### config.mk
export PLATFORM = sky130hd
export DESIGN_NAME = incremental_transitive_closure_top
export DESIGN_NICKNAME = d
export VERILOG_FILES = /design/src/hw/rtl/itc_pkg.sv /design/src/hw/rtl/itc_ram.sv /design/src/hw/rtl/incremental_transitive_closure_top.sv
export SDC_FILE = /design/constraint.sdc
export NUM_CORES = 1
export LEC_CHECK = 0
export ABC_AREA = 1
export ABC_CLOCK_PERIOD_IN_PS = 3900
export BUFFER_PORTS_ARGS = -buffer_cell sky130_fd_sc_hd__buf_2
export CAP_MARGIN = 25
export CELL_PAD_IN_SITES_DETAIL_PLACEMENT = 0
export CELL_PAD_IN_SITES_GLOBAL_PLACEMENT = 1
export CORE_MARGIN = 2
export CORE_UTILIZATION = 30
export CTS_CLUSTER_SIZE = 30
export DETAILED_ROUTE_END_ITERATION = 8
export PLACE_DENSITY_LB_ADDON = 0.1
export SYNTH_ARGS = -nofsm -noshare
export SYNTH_HDL_FRONTEND = slang
export SYNTH_SLANG_ARGS = --single-unit
export TNS_END_PERCENT = 50
### constraint.sdc
create_clock -name clk -period 3.9 [get_ports clk]
set_clock_uncertainty 0.15 [all_clocks]
set_input_delay 0.585 -clock clk [delete_from_list [all_inputs] [get_ports clk]]
set_output_delay 0.585 -clock clk [all_outputs]
set_load 0.05 [all_outputs]
### src/hw/rtl/itc_pkg.sv
// Shared constants for the incremental transitive closure block.
package itc_pkg;

  localparam int VERTEX_COUNT_DEF = 16;
  localparam int VERTEX_W         = 4;
  localparam int KIND_W           = 2;

  localparam logic [KIND_W-1:0] KIND_INSERT    = 2'd0;
  localparam logic [KIND_W-1:0] KIND_QUERY     = 2'd1;
  localparam logic [KIND_W-1:0] KIND_RECOMPUTE = 2'd2;

endpackage

### src/hw/rtl/itc_ram.sv
// Simple dual-port RAM: one write port, one read port with registered read data.
module itc_ram #(
  parameter int  DEPTH = itc_pkg::VERTEX_COUNT_DEF,
  parameter int  WIDTH = itc_pkg::VERTEX_COUNT_DEF,
  localparam int AW    = (DEPTH > 1) ? $clog2(DEPTH) : 1
) (
  input  logic             clk,
  input  logic             wr_en,
  input  logic [AW-1:0]    wr_addr,
  input  logic [WIDTH-1:0] wr_data,
  input  logic [AW-1:0]    rd_addr,
  output logic [WIDTH-1:0] rd_data
);

  logic [WIDTH-1:0] mem [DEPTH];
  logic [WIDTH-1:0] rd_data_r;

  always_ff @(posedge clk) begin
    if (wr_en) begin
      mem[wr_addr] <= wr_data;
    end
    rd_data_r <= mem[rd_addr];
  end

  assign rd_data = rd_data_r;

endmodule

### src/hw/rtl/incremental_transitive_closure_top.sv
// Top level of the incremental transitive closure engine.
//
// The block holds an adjacency bit matrix and a reachability bit matrix, one row per vertex,
// each in a RAM with one write port and one registered read port. A command is taken when
// start is high and busy is low; busy then stays high until the command is done, and exactly
// one result follows on out_valid for a single cycle, which the receiver must take. The work
// is a sweep of the reachability RAM at one row per cycle, so the read port sets the rate. A
// query or an out-of-range insert only reads the answer row, a repeated edge in directed
// mode also reads the adjacency row, and a new edge insert sweeps once, and once more in
// undirected mode (an undirected insert always performs the reverse sweep). A recompute
// loads reachability from adjacency and sweeps once per vertex. After reset no clearing pass
// is needed: a valid bit per row makes an unwritten row read as its reset value (no edges,
// and the vertex reaching only itself), so commands are taken right away. The undirected
// mode register may only be written while busy is low and no result is pending.
module incremental_transitive_closure_top #(
  parameter int VERTEX_COUNT = itc_pkg::VERTEX_COUNT_DEF
) (
  input  logic                          clk,
  input  logic                          rst_n,
  input  logic                          start,
  output logic                          busy,
  input  logic [itc_pkg::KIND_W-1:0]    in_kind,
  input  logic [itc_pkg::VERTEX_W-1:0]  in_source_vertex,
  input  logic [itc_pkg::VERTEX_W-1:0]  in_target_vertex,
  input  logic                          cfg_wr_en,
  input  logic                          cfg_wr_data,
  output logic                          out_valid,
  output logic                          out_reachable,
  output logic                          out_edge_was_new
);

  import itc_pkg::*;

  localparam int AW = (VERTEX_COUNT > 1) ? $clog2(VERTEX_COUNT) : 1;
  localparam logic [AW-1:0]           LAST    = AW'(VERTEX_COUNT - 1);
  localparam logic [VERTEX_COUNT-1:0] ROW_ONE = VERTEX_COUNT'(1);

  typedef enum logic [3:0] {
    ST_IDLE,
    ST_FWD_ADJ,
    ST_FWD_CHK,
    ST_REV_ADJ,
    ST_REV_CHK,
    ST_INIT_PRE,
    ST_INIT,
    ST_KEY,
    ST_KEY_LAT,
    ST_SWEEP,
    ST_RES_RD,
    ST_RES
  } state_t;

  typedef enum logic [1:0] {
    PH_FWD,
    PH_REV,
    PH_CLOSE
  } phase_t;

  state_t                  state_r, state_nxt;
  phase_t                  phase_r, phase_nxt;
  logic [KIND_W-1:0]       kind_r, kind_nxt;
  logic [AW-1:0]           src_r, src_nxt;
  logic [AW-1:0]           tgt_r, tgt_nxt;
  logic                    ok_r, ok_nxt;
  logic                    was_new_r, was_new_nxt;
  logic [AW-1:0]           a_r, a_nxt;
  logic [AW-1:0]           b_r, b_nxt;
  logic [AW-1:0]           idx_r, idx_nxt;
  logic [VERTEX_COUNT-1:0] key_r, key_nxt;
  logic                    undirected_r;
  logic                    out_valid_r, out_valid_nxt;
  logic                    out_reachable_r, out_reachable_nxt;
  logic                    out_edge_was_new_r, out_edge_was_new_nxt;

  logic [VERTEX_COUNT-1:0] adj_vld_r;
  logic [VERTEX_COUNT-1:0] reach_vld_r;
  logic                    adj_hit_r;
  logic                    reach_hit_r;
  logic [AW-1:0]           reach_rd_addr_r;

  logic                    in_ok;
  logic [AW-1:0]           idx_inc;
  logic                    sweep_hit;

  logic [AW-1:0]           adj_rd_addr, adj_wr_addr;
  logic [AW-1:0]           reach_rd_addr, reach_wr_addr;
  logic                    adj_we, reach_we;
  logic [VERTEX_COUNT-1:0] adj_wr_data, reach_wr_data;
  logic [VERTEX_COUNT-1:0] adj_rd_data, reach_rd_data;
  logic [VERTEX_COUNT-1:0] adj_row, reach_row;

  itc_ram #(.DEPTH(VERTEX_COUNT), .WIDTH(VERTEX_COUNT)) u_adj_ram (
    .clk     (clk),
    .wr_en   (adj_we),
    .wr_addr (adj_wr_addr),
    .wr_data (adj_wr_data),
    .rd_addr (adj_rd_addr),
    .rd_data (adj_rd_data)
  );

  itc_ram #(.DEPTH(VERTEX_COUNT), .WIDTH(VERTEX_COUNT)) u_reach_ram (
    .clk     (clk),
    .wr_en   (reach_we),
    .wr_addr (reach_wr_addr),
    .wr_data (reach_wr_data),
    .rd_addr (reach_rd_addr),
    .rd_data (reach_rd_data)
  );

  // Rows never written since reset read as their reset value.
  assign adj_row   = adj_hit_r ? adj_rd_data : '0;
  assign reach_row = reach_hit_r ? reach_rd_data : (ROW_ONE << reach_rd_addr_r);

  assign in_ok = (32'(in_source_vertex) < 32'(VERTEX_COUNT)) &&
                 (32'(in_target_vertex) < 32'(VERTEX_COUNT));

  assign idx_inc = (idx_r == LAST) ? '0 : idx_r + 1'b1;

  // Warshall step k takes every row holding bit k; an insert sweep takes rows that reach
  // the edge start but not yet the edge end.
  assign sweep_hit = (phase_r == PH_CLOSE) ? reach_row[b_r]
                                           : (reach_row[a_r] & ~reach_row[b_r]);

  always_comb begin
    state_nxt            = state_r;
    phase_nxt            = phase_r;
    kind_nxt             = kind_r;
    src_nxt              = src_r;
    tgt_nxt              = tgt_r;
    ok_nxt               = ok_r;
    was_new_nxt          = was_new_r;
    a_nxt                = a_r;
    b_nxt                = b_r;
    idx_nxt              = idx_r;
    key_nxt              = key_r;
    out_valid_nxt        = 1'b0;
    out_reachable_nxt    = out_reachable_r;
    out_edge_was_new_nxt = out_edge_was_new_r;
    adj_rd_addr          = src_r;
    reach_rd_addr        = src_r;
    adj_we               = 1'b0;
    adj_wr_addr          = src_r;
    adj_wr_data          = adj_row;
    reach_we             = 1'b0;
    reach_wr_addr        = idx_r;
    reach_wr_data        = reach_row | key_r;

    unique case (state_r)
      ST_IDLE: begin
        if (start) begin
          kind_nxt    = in_kind;
          src_nxt     = AW'(in_source_vertex);
          tgt_nxt     = AW'(in_target_vertex);
          ok_nxt      = in_ok;
          was_new_nxt = 1'b0;
          unique case (in_kind)
            KIND_INSERT:    state_nxt = in_ok ? ST_FWD_ADJ : ST_RES_RD;
            KIND_QUERY:     state_nxt = ST_RES_RD;
            KIND_RECOMPUTE: state_nxt = ST_INIT_PRE;
            default:        state_nxt = ST_RES_RD;
          endcase
        end
      end
      ST_FWD_ADJ: begin
        adj_rd_addr = src_r;
        state_nxt   = ST_FWD_CHK;
      end
      ST_FWD_CHK: begin
        if (!adj_row[tgt_r]) begin
          adj_we      = 1'b1;
          adj_wr_addr = src_r;
          adj_wr_data = adj_row | (ROW_ONE << tgt_r);
          was_new_nxt = 1'b1;
          phase_nxt   = PH_FWD;
          a_nxt       = src_r;
          b_nxt       = tgt_r;
          state_nxt   = ST_KEY;
        end else begin
          state_nxt = undirected_r ? ST_REV_ADJ : ST_RES_RD;
        end
      end
      ST_REV_ADJ: begin
        adj_rd_addr = tgt_r;
        state_nxt   = ST_REV_CHK;
      end
      ST_REV_CHK: begin
        if (!adj_row[src_r]) begin
          adj_we      = 1'b1;
          adj_wr_addr = tgt_r;
          adj_wr_data = adj_row | (ROW_ONE << src_r);
          was_new_nxt = 1'b1;
        end
        phase_nxt = PH_REV;
        a_nxt     = tgt_r;
        b_nxt     = src_r;
        state_nxt = ST_KEY;
      end
      ST_INIT_PRE: begin
        adj_rd_addr = '0;
        idx_nxt     = '0;
        state_nxt   = ST_INIT;
      end
      ST_INIT: begin
        reach_we      = 1'b1;
        reach_wr_addr = idx_r;
        reach_wr_data = adj_row | (ROW_ONE << idx_r);
        adj_rd_addr   = idx_inc;
        idx_nxt       = idx_inc;
        if (idx_r == LAST) begin
          phase_nxt = PH_CLOSE;
          b_nxt     = '0;
          state_nxt = ST_KEY;
        end
      end
      ST_KEY: begin
        reach_rd_addr = b_r;
        state_nxt     = ST_KEY_LAT;
      end
      ST_KEY_LAT: begin
        key_nxt       = reach_row;
        reach_rd_addr = '0;
        idx_nxt       = '0;
        state_nxt     = ST_SWEEP;
      end
      ST_SWEEP: begin
        // Row idx is written while row idx+1 is read, so the two never collide.
        reach_we      = sweep_hit;
        reach_wr_addr = idx_r;
        reach_wr_data = reach_row | key_r;
        reach_rd_addr = idx_inc;
        idx_nxt       = idx_inc;
        if (idx_r == LAST) begin
          unique case (phase_r)
            PH_FWD:   state_nxt = undirected_r ? ST_REV_ADJ : ST_RES_RD;
            PH_REV:   state_nxt = ST_RES_RD;
            PH_CLOSE: begin
              if (b_r == LAST) begin
                state_nxt = ST_RES_RD;
              end else begin
                b_nxt     = b_r + 1'b1;
                state_nxt = ST_KEY;
              end
            end
            default:  state_nxt = ST_RES_RD;
          endcase
        end
      end
      ST_RES_RD: begin
        reach_rd_addr = src_r;
        state_nxt     = ST_RES;
      end
      ST_RES: begin
        out_valid_nxt        = 1'b1;
        out_reachable_nxt    = ok_r & reach_row[tgt_r];
        out_edge_was_new_nxt = was_new_r;
        state_nxt            = ST_IDLE;
      end
      default: state_nxt = ST_IDLE;
    endcase
  end

  always_ff @(posedge clk) begin
    if (!rst_n) begin
      state_r      <= ST_IDLE;
      phase_r      <= PH_FWD;
      undirected_r <= 1'b0;
      out_valid_r  <= 1'b0;
      adj_vld_r    <= '0;
      reach_vld_r  <= '0;
    end else begin
      state_r     <= state_nxt;
      phase_r     <= phase_nxt;
      out_valid_r <= out_valid_nxt;
      if (cfg_wr_en) begin
        undirected_r <= cfg_wr_data;
      end
      if (adj_we) begin
        adj_vld_r[adj_wr_addr] <= 1'b1;
      end
      if (reach_we) begin
        reach_vld_r[reach_wr_addr] <= 1'b1;
      end
    end
    kind_r             <= kind_nxt;
    src_r              <= src_nxt;
    tgt_r              <= tgt_nxt;
    ok_r               <= ok_nxt;
    was_new_r          <= was_new_nxt;
    a_r                <= a_nxt;
    b_r                <= b_nxt;
    idx_r              <= idx_nxt;
    key_r              <= key_nxt;
    out_reachable_r    <= out_reachable_nxt;
    out_edge_was_new_r <= out_edge_was_new_nxt;
    adj_hit_r          <= adj_vld_r[adj_rd_addr];
    reach_hit_r        <= reach_vld_r[reach_rd_addr];
    reach_rd_addr_r    <= reach_rd_addr;
  end

  assign busy             = (state_r != ST_IDLE);
  assign out_valid        = out_valid_r;
  assign out_reachable    = out_reachable_r;
  assign out_edge_was_new = out_edge_was_new_r;

  // A result transfer comes in the cycle after the answer is formed.
  a_res_strobe: assert property (@(posedge clk) disable iff (!rst_n)
    (state_r == ST_RES) |=> out_valid)
    else $error("result strobe missing after answer state");

  a_res_only_from_answer: assert property (@(posedge clk) disable iff (!rst_n)
    out_valid |-> $past(state_r == ST_RES))
    else $error("result strobe without answer state");

  // Only an insert can report a new edge.
  a_new_edge_insert: assert property (@(posedge clk) disable iff (!rst_n)
    (out_valid && out_edge_was_new) |-> (kind_r == KIND_INSERT))
    else $error("new edge reported for a command that is not an insert");

  // Neither matrix changes while the block is idle.
  a_idle_no_write: assert property (@(posedge clk) disable iff (!rst_n)
    (state_r == ST_IDLE) |-> (!adj_we && !reach_we))
    else $error("matrix write while idle");

endmodule
Yosys cells after proc, flatten, opt, wreduce, memory -nomap -nowiden --
Memory sizes are Yosys's and may differ from the RTL's. A register that Yosys moved wholly into a read port is not among the register bits. Cells that the tools add are included.
Word-level totals: input port bits 15, memory bits (writable) 512, word-level logic and storage cells 149, memories 2, latch bits 0, register bits 85, memory bits (read-only) 0
Cells by class: div/mod/pow operators 0, reductions and logical operators 19, mux-type cells 64, bitwise logic cells 8, multipliers 0, eq/ne operators 22, add/sub/neg operators 2, $lt $le $gt $ge 10, shift operators 4
Memories:
- u_adj_ram.mem | words 16, bits a word 16, read ports 1, clocked after memory_dff 1, wr ports 1, line itc_ram.sv:15 | logic [WIDTH-1:0] mem [DEPTH];
- u_reach_ram.mem | words 16, bits a word 16, read ports 1, clocked after memory_dff 1, wr ports 1, line itc_ram.sv:15
Operator list (count):
- bitwise OR 16 bit | 6
- two-way mux 16 bit | 5
- << shifter 1 x 4 -> 16 bit, first input constant | 4
- two-way mux 4 bit | 15
- one-hot mux 4 bit (11 select lines) | 1
- < comparator 4 x 5 -> 1 bit, second input constant | 8
- one-hot mux 16 bit (2 select lines) | 1
- one-hot mux 4 bit (2 select lines) | 4
- binary-select mux 1 bit (select 4 bit) | 7
- == test 4 bit, second input constant | 6
- one-hot mux 4 bit (3 select lines) | 2
- two-way mux 1 bit | 20
- == test 4 x 3 -> 1 bit, second input constant | 4
- one-hot mux 4 bit (4 select lines) | 1
- != test 2 bit, second input constant | 7
- adder 4 x 1 -> 4 bit, second input constant | 2
- demux 1 bit (select 4 bit) | 2
- == test 4 x 2 -> 1 bit, second input constant | 2
- >= comparator 4 x 1 -> 1 bit, second input constant | 2
- nonzero test 4 bit | 2
- one-hot mux 2 bit (3 select lines) | 1
- AND reduction 3 bit | 2
- AND reduction 6 bit | 1
- nonzero test 3 bit | 2
- 14 further kinds | 22

Depth between registers and ports, before layout --
Gate-level depths: netlist of run 1.
word-level depth 10, depth in mapped cells 17

Hierarchy --
From an unflattened synthesis of run 1, not the netlist that was laid out.
Unflattened totals: cells, all modules 2977, area, all modules 28791.4 µm²
Modules (own cells, without submodules):
- itc_ram | cells each 1074, area an instance 11380.9 µm², times used 2
- incremental_transitive_closure_top | cells each 829, area an instance 6029.5 µm², times used 1

Worst setup path after synthesis of run 1 --
No wires, ideal clock.
path type flip-flop to flip-flop, from register src_r[0], to memory u_adj_ram.mem[0][0] (netlist bit) (data pin), cell stages (with the launch flop) 9, period minus slack after synthesis 2828 ps, setup slack 1072 ps, library setup time 419 ps, data arrival time 2259 ps, path through edfxtp_1 -> buf_2 -> inv_4 -> nor2_1 -> o21ai_0 -> nand3_1 -> nand3_2 -> nand2_2 -> o311ai_0
Between the ends: word-level cells in the longest chain between the ends 4
Ends and longest elaborated chain:
- start: declaration | line incremental_transitive_closure_top.sv:62 | logic [AW-1:0] src_r, src_nxt;
- start signal: assignment | line incremental_transitive_closure_top.sv:285 | src_r <= src_nxt;
- binary-select mux 1 bit (select 4 bit) / << shifter 1 x 4 -> 16 bit (equally long branches) | line incremental_transitive_closure_top.sv:187, incremental_transitive_closure_top.sv:190
- two-way mux 1 bit (not written as such) / bitwise OR 16 bit (equally long branches) | line incremental_transitive_closure_top.sv:187, incremental_transitive_closure_top.sv:190
- two-way mux 16 bit * | line incremental_transitive_closure_top.sv:187 | if (!adj_row[src_r]) begin
- one-hot mux 16 bit (2 select lines) * | line incremental_transitive_closure_top.sv:148 | unique case (state_r)
- via adj_wr_data[0] | line incremental_transitive_closure_top.sv:88 | logic [VERTEX_COUNT-1:0] adj_wr_data, reach_wr_data;
- end: declaration | line itc_ram.sv:15
Mark *: on every way through the listed nets, which the timed path passes. The rest lies on a longest branch. The select of a mux whose other input is x is not followed.

Final worst setup path of run 1 --
from register adj_hit_r, to memory u_adj_ram.mem[15][4] (netlist bit) (enable)
Between the ends: word-level cells in the longest chain between the ends 7
Ends and longest elaborated chain:
- start: declaration | line incremental_transitive_closure_top.sv:77 | logic adj_hit_r;
- start signal: assignment | line incremental_transitive_closure_top.sv:295 | adj_hit_r <= adj_vld_r[adj_rd_addr];
- two-way mux 16 bit * | line incremental_transitive_closure_top.sv:111 | assign adj_row = adj_hit_r ? adj_rd_data : '0;
- binary-select mux 1 bit (select 4 bit) (on tied branches) | line incremental_transitive_closure_top.sv:187, incremental_transitive_closure_top.sv:169
- two-way mux 1 bit (on tied branches) (2 in series) | line incremental_transitive_closure_top.sv:187, incremental_transitive_closure_top.sv:169
- one-hot mux 1 bit (2 select lines) | line incremental_transitive_closure_top.sv:148
- two-way mux 1 bit | line itc_ram.sv:19 | if (wr_en) begin
- two-way mux 1 bit (not written as such) | line itc_ram.sv:20 | mem[wr_addr] <= wr_data;
Mark *: on every way between the ends. The rest lies on a longest branch, timed or not. The select of a mux whose other input is x is not followed.

==> results of run 1 <==
## kinds of logic after synthesis
group / after synthesis / synth area share
AO/OA/AOI/OAI: 572 / 0.125
adder cells (fa/ha/maj): 7 / 0.00321
buffers and inverters: 546 / 0.0841
flip-flops: 629 / 0.663
AND/OR/NAND/NOR: 753 / 0.124
## final cells by class
type | instances | area (sq um)
fillers | 8970 | 58600
multi-input cells | 1332 | 6960
well taps | 1176 | 1470
repair buffers | 134 | 1240
flip-flops and latches | 629 | 18100
clock inverters | 24 | 178
clock buffers | 110 | 2080
inverters | 414 | 1560
## sequential cells by signal (all words and copies together), names as in the netlist
signal               cells
a_r                      4
adj_hit_r                1
adj_vld_r               16
b_r                      4
idx_r                    4
key_r                   16
out_edge_was_new         1
out_reachable            1
out_valid                1
phase_r                  2
reach_hit_r              1
reach_rd_addr_r          4
reach_vld_r             16
src_r                    4
state_r                  4
tgt_r                    4
u_adj_ram.mem          256
u_adj_ram.rd_data       16
u_reach_ram.mem        256
u_reach_ram.rd_data     16
undirected_r             1
was_new_r                1
## final timing paths
kind	cells after the start	startpoint	endpoint	slack, ns
worst max register to register	16	adj_hit_r$_DFF_P_	u_adj_ram.mem[15][4]$_DFFE_PP_	0.47
worst min register to register	0	was_new_r$_DFFE_PP_	out_edge_was_new$_DFFE_PP_	0.27
worst max-delay path	16	adj_hit_r$_DFF_P_	u_adj_ram.mem[15][4]$_DFFE_PP_	0.47
worst min-delay path	1	in_target_vertex[0]	tgt_r[0]$_DFFE_PP_	0.03
## cell usage in the layout, fill, tap and decap left out, drive strengths merged
cell type    netlist  layout
a211oi             3       3
a21oi            187     187
a221oi             2       2
a22o               1       1
a22oi              1       1
a31oi             14      14
a32oi              4       4
buf               97     129
bufinv             0       1
clkbuf            35     110
clkinv             3      19
clkinvlp           0       1
dfxtp             78      78
dlygate4sd3        0       5
edfxtp           551     551
ha                 7       7
inv              411     417
nand2            337     337
nand3            282     282
nand3b             1       1
nand4              9       9
nor2             106     106
nor3              15      15
nor4               2       2
o2111ai            4       4
o211ai           152     152
o21ai            190     190
o21bai             1       1
o221ai             1       1
o22ai              6       6
o311ai             3       3
o31ai              3       3
or2                1       1
## timing repair
item	CTS	global route
hold endpoints to repair	5	0
hold buffers	5	0
setup endpoints to repair	0	0
## metal layers
layer	wire [um]	GRT usage	vias to the layer above
li1	-	-	8921
met1	37300	0.234	8878
met2	40700	0.304	356
met3	2630	0.0229	114
met4	2600	0.0635	0
met5	0	0	-
## where the power goes
part	leakage, nW	switching (mW)	internal (mW)
logic	5.20	6.84	2.55
clock network	1.10	2.77	3.77
registers	5.63	0.355	8.80
==> impl_metrics.json, run 1 <==
{
  "io_pins": 19,
  "final_core_util": 0.350,
  "path_cells": "buf_4 -> nand2_1 -> nor2_1 -> o21ai_1 -> nand3_1 -> nand3_2 -> nand2_2 -> inv_4 -> nand2_2 -> nand2_1 -> nand2_1 -> nand2_1 -> nor2_2 -> nand2_1 -> inv_1 -> buf_4",
  "drt_iter0_markers": 1183,
  "finalInstanceArea_sq_um": 31600,
  "worstMarginPinSlew_ns": 0.971,
  "synth_area_sq_um": 27300,
  "grt_pass1_vias": 18200,
  "cpMostUsedCell": "nand2_1",
  "async_flop_share": 0,
  "synth-seq-area-share": 0.663,
  "drtAntennaViolNets": 0,
  "setup_slack_ns": 0.473,
  "finalSetupViolations": 0,
  "coreArea_sq_um": 90100,
  "grt_max_degree": 69,
  "clk_latency_ns": 0.63,
  "p_per_area_nw_per_um2": 794,
  "syn_nets": 2529,
  "grt_use_total": 0.179,
  "syn_area_per_cell_sq_um": 10.9,
  "finalCritPeriodShare": 0.879,
  "setup.worst_path.end_class": "register",
  "wire_per_inst_um": 21.8,
  "fin_crit_ns": 3.43,
  "synth_top_area_cell": "edfxtp_1",
  "power_mw": 25.1,
  "arrival_ns": 3.54,
  "overflow": 0,
  "synth_commonest_cells": "edfxtp_1, inv_1, nand2_1",
  "dpl.hpwl_um": 55200,
  "maxCapViolations": 0,
  "drc": 0,
  "clock_path_buffers": 3,
  "clock_sinks": 629,
  "fmax_mhz": 292,
  "cts_tree": "built",
  "yosys-top-cells-area": "edfxtp_1, dfxtp_1, inv_1",
  "drv_slew": 0,
  "max_slew_margin": 0.350,
  "synth_seq_cells": 629,
  "path_max_fanout": 17,
  "crit_path_start_kind": "register",
  "critPathKind": "reg2reg",
  "cts_made_buffers": 75,
  "via_count": 18300,
  "grt_pass1_wl_um": 123000,
  "syn_inst": 2507,
  "insertedDiodeCount": 0,
  "portBuffers": 18,
  "yosysUniqueCellTypes": 48,
  "synth-edff-count": 551,
  "rsz0062_at_grt": "no",
  "dieArea_sq_um": 93400,
  "cts_resized": 0,
  "power.leakage_nw": 11.9,
  "cpPeakStageDelay_ns": 0.44,
  "layout-drive-gt1-share": 0.114,
  "pre_cts_ws_ns": 0.480,
  "post-cts-setup-buffer-count": 0,
  "hold_viol": 0,
  "root_buffer": "clkbuf_16",
  "peakVddDrop_mv": 0.358,
  "ys.flop_type": "edfxtp_1",
  "wl_um": 83200,
  "final.setup.tns_ns": 0,
  "area_growth_pct": 15.7,
  "worst_path_max_delay_cell": "dfxtp_1",
  "fin_cells": 3819,
  "synth_most_common_cell": "edfxtp_1",
  "via_per_inst": 4.78,
  "dieWidth_um": 306,
  "hold_ws_ns": 0.0319,
  "dp_cells": 3680,
  "place_congestion": 0.873,
  "num_rows": 110,
  "clk_transition_reported_paths_ns": 0.05,
  "required_ns": 4.02,
  "place_area_sq_um": 29300,
  "path_buf_inv": 4,
  "ys.warnings.count": 0,
  "hold_class": "in2reg",
  "htreeDepth": 3,
  "start_util": 0.303,
  "dr.pass1.iters": 5,
  "cp_top_family": "simple AND/OR/NAND/NOR gates",
  "nNetsFinal": 2608,
  "status": "finished clean",
  "dieHeight_um": 306,
  "antenna_found_initial": 0,
  "yosys.area.top_type_share": 0.606
}
No activity file was read; power rests on OpenSTA's default activity.
==> run 2, diff against run 1 <==
ABC_CLOCK_PERIOD_IN_PS = 4100   (was 3900)
CTS_CLUSTER_DIAMETER = 200   (was default)
clock period = 4.1 ns   (was 3.9 ns; I/O delays follow)
==> impl_metrics.json, run 2 (synthesis gave the netlist of run 1 again) <==
{
  "cp_top_family": "simple AND/OR/NAND/NOR gates",
  "max_slew_margin": 0.406,
  "dieWidth_um": 306,
  "peakVddDrop_mv": 0.292,
  "multi_input_area_sq_um": 6970,
  "area_growth_pct": 9.67,
  "top_layer": "met4",
  "grt_pass1_vias": 17700,
  "required_ns": 4.20,
  "path_cells": "inv_2 -> nor2_1 -> nor2_1 -> nand2_1 -> nand2_1 -> nand3_1 -> nand3_1 -> nand3_1 -> nand2_1 -> inv_1 -> nand2_1 -> nand2_2 -> nand3_1 -> inv_1",
  "power_mw": 20.9,
  "wl_met3_um": 2410,
  "path_max_fanout": 17,
  "maxCapViolations": 0,
  "drt-met1-wl_um": 38100,
  "mostFrequentLayoutCells": "edfxtp_1, inv_1, nand2_1, nand3_1, a21oi_1",
  "start_util": 0.303,
  "fin_cells": 3727,
  "clk_latency_ns": 0.63,
  "rsz0062_at_grt": "no",
  "root_buffer": "clkbuf_16",
  "drv_slew": 0,
  "p_per_area_nw_per_um2": 697,
  "dp_cells": 3678,
  "cpPeakStageDelay_ns": 0.63,
  "fillers": 9086,
  "antenna_found_initial": 2,
  "cts_tree": "built",
  "via_count": 18100,
  "fmax_mhz": 286,
  "via_per_inst": 4.85,
  "regArea_sq_um": 18100,
  "wl_um": 84000,
  "hold_viol": 0,
  "worst_path_max_delay_cell": "dfxtp_1",
  "wire_per_inst_um": 22.5,
  "fin_crit_ns": 3.49,
  "path_buf_inv": 3,
  "setup.worst_path.end_class": "register",
  "coreArea_sq_um": 90100,
  "place_congestion": 0.838,
  "status": "finished clean",
  "layout-drive-gt1-share": 0.0902,
  "arrival_ns": 3.60,
  "crit_path_start_kind": "register",
  "grt_pass1_wl_um": 122000,
  "cts_resized": 0,
  "power.leakage_nw": 11.2,
  "drtAntennaViolNets": 0,
  "htreeDepth": 1,
  "clock_path_buffers": 3,
  "worstMarginPinSlew_ns": 0.890,
  "grt_use_total": 0.176,
  "top_regs": "u_adj_ram.mem x256, u_reach_ram.mem x256",
  "dr.pass1.iters": 5,
  "num_rows": 110,
  "overflow": 0,
  "final.setup.tns_ns": 0,
  "io_pins": 19,
  "dieArea_sq_um": 93400,
  "nNetsFinal": 2556,
  "finalSetupViolations": 0,
  "cts_made_buffers": 24,
  "hold_class": "in2reg",
  "finalCritPeriodShare": 0.852,
  "clk_transition_reported_paths_ns": 0.15,
  "wl_met2_um": 40400,
  "mostFrequentLayoutCell": "edfxtp_1",
  "drt_iter0_markers": 1466,
  "dpl.hpwl_um": 56400,
  "clock_sinks": 629,
  "drc": 0,
  "dieHeight_um": 306,
  "grt_max_degree": 86,
  "critPathKind": "reg2reg",
  "portBuffers": 18
}
## run 2: changes by cell type in the layout (fill, tap and decap cells not counted), sizes merged
cell	change
bufinv	-1
clkinv	-16
dlygate4sd3	+1
diode	+1
clkinvlp	-1
inv	-6
clkbuf	-68
buf	-2
## run 2: metrics by stage
stage	cell area, sq um	utilization	worst slack, ns	hold slack (ns)
after global placement	29200	0.323	0.640	0.287
final	29900	0.332	0.606	0.0394
after CTS	29900	0.332	0.591	0.000322
after global routing	29900	0.332	0.316	0.0167
after floorplan	27300	-	1.27	0.250
after detailed placement	29200	0.324	0.640	0.293
## run 2: cell type report
| cell class | count | share of cell area |
|---|---|---|
| sequential | 629 | 0.605 |
| multi-input combinational | 1332 | 0.233 |
| inverter | 414 | 0.0522 |
| tap | 1176 | 0.0491 |
| timing repair buffer | 133 | 0.0380 |
| clock buffer | 42 | 0.0230 |
| antenna | 1 | 0.0000836 |
## run 2: worst register-to-register path, cell delays in order (launching register included)
cell	delay, ns
dfxtp_1	0.63
inv_2	0.25
nor2_1	0.16
nor2_1	0.07
nand2_1	0.19
nand2_1	0.07
nand3_1	0.09
nand3_1	0.09
nand3_1	0.09
nand2_1	0.06
inv_1	0.05
nand2_1	0.06
nand2_2	0.36
nand3_1	0.21
inv_1	0.59
## run 2: timing repair
item,in CTS,in global routing
hold endpoints to repair,5,1
hold buffers,5,1
setup buffers,0,0
## run 2: power breakdown
part           total, mW  switching, mW  leakage [nW]  internal [mW]
clock network       3.17           2.01         0.328           1.17
logic               8.91           6.56          5.19           2.35
registers           8.80          0.440          5.63           8.36
total               20.9           9.01          11.2           11.9
## run 2: final timing paths
check / startpoint / to / slack [ns] / cells after the start
max: reach_hit_r$_DFF_P_ / u_reach_ram.mem[13][15]$_DFFE_PP_ / 0.61 / 14
min: in_source_vertex[1] / src_r[1]$_DFFE_PP_ / 0.04 / 1
max reg2reg: reach_hit_r$_DFF_P_ / u_reach_ram.mem[13][15]$_DFFE_PP_ / 0.61 / 14
min reg2reg: reach_vld_r[6]$_SDFFE_PN0P_ / reach_vld_r[6]$_SDFFE_PN0P_ / 0.31 / 2
## run 2: metal layers
layer	vias to the layer above	track usage
met3	93	0.0153
met2	324	0.302
met4	0	0.0592
met1	8899	0.234
met5	-	0
li1	8767	-
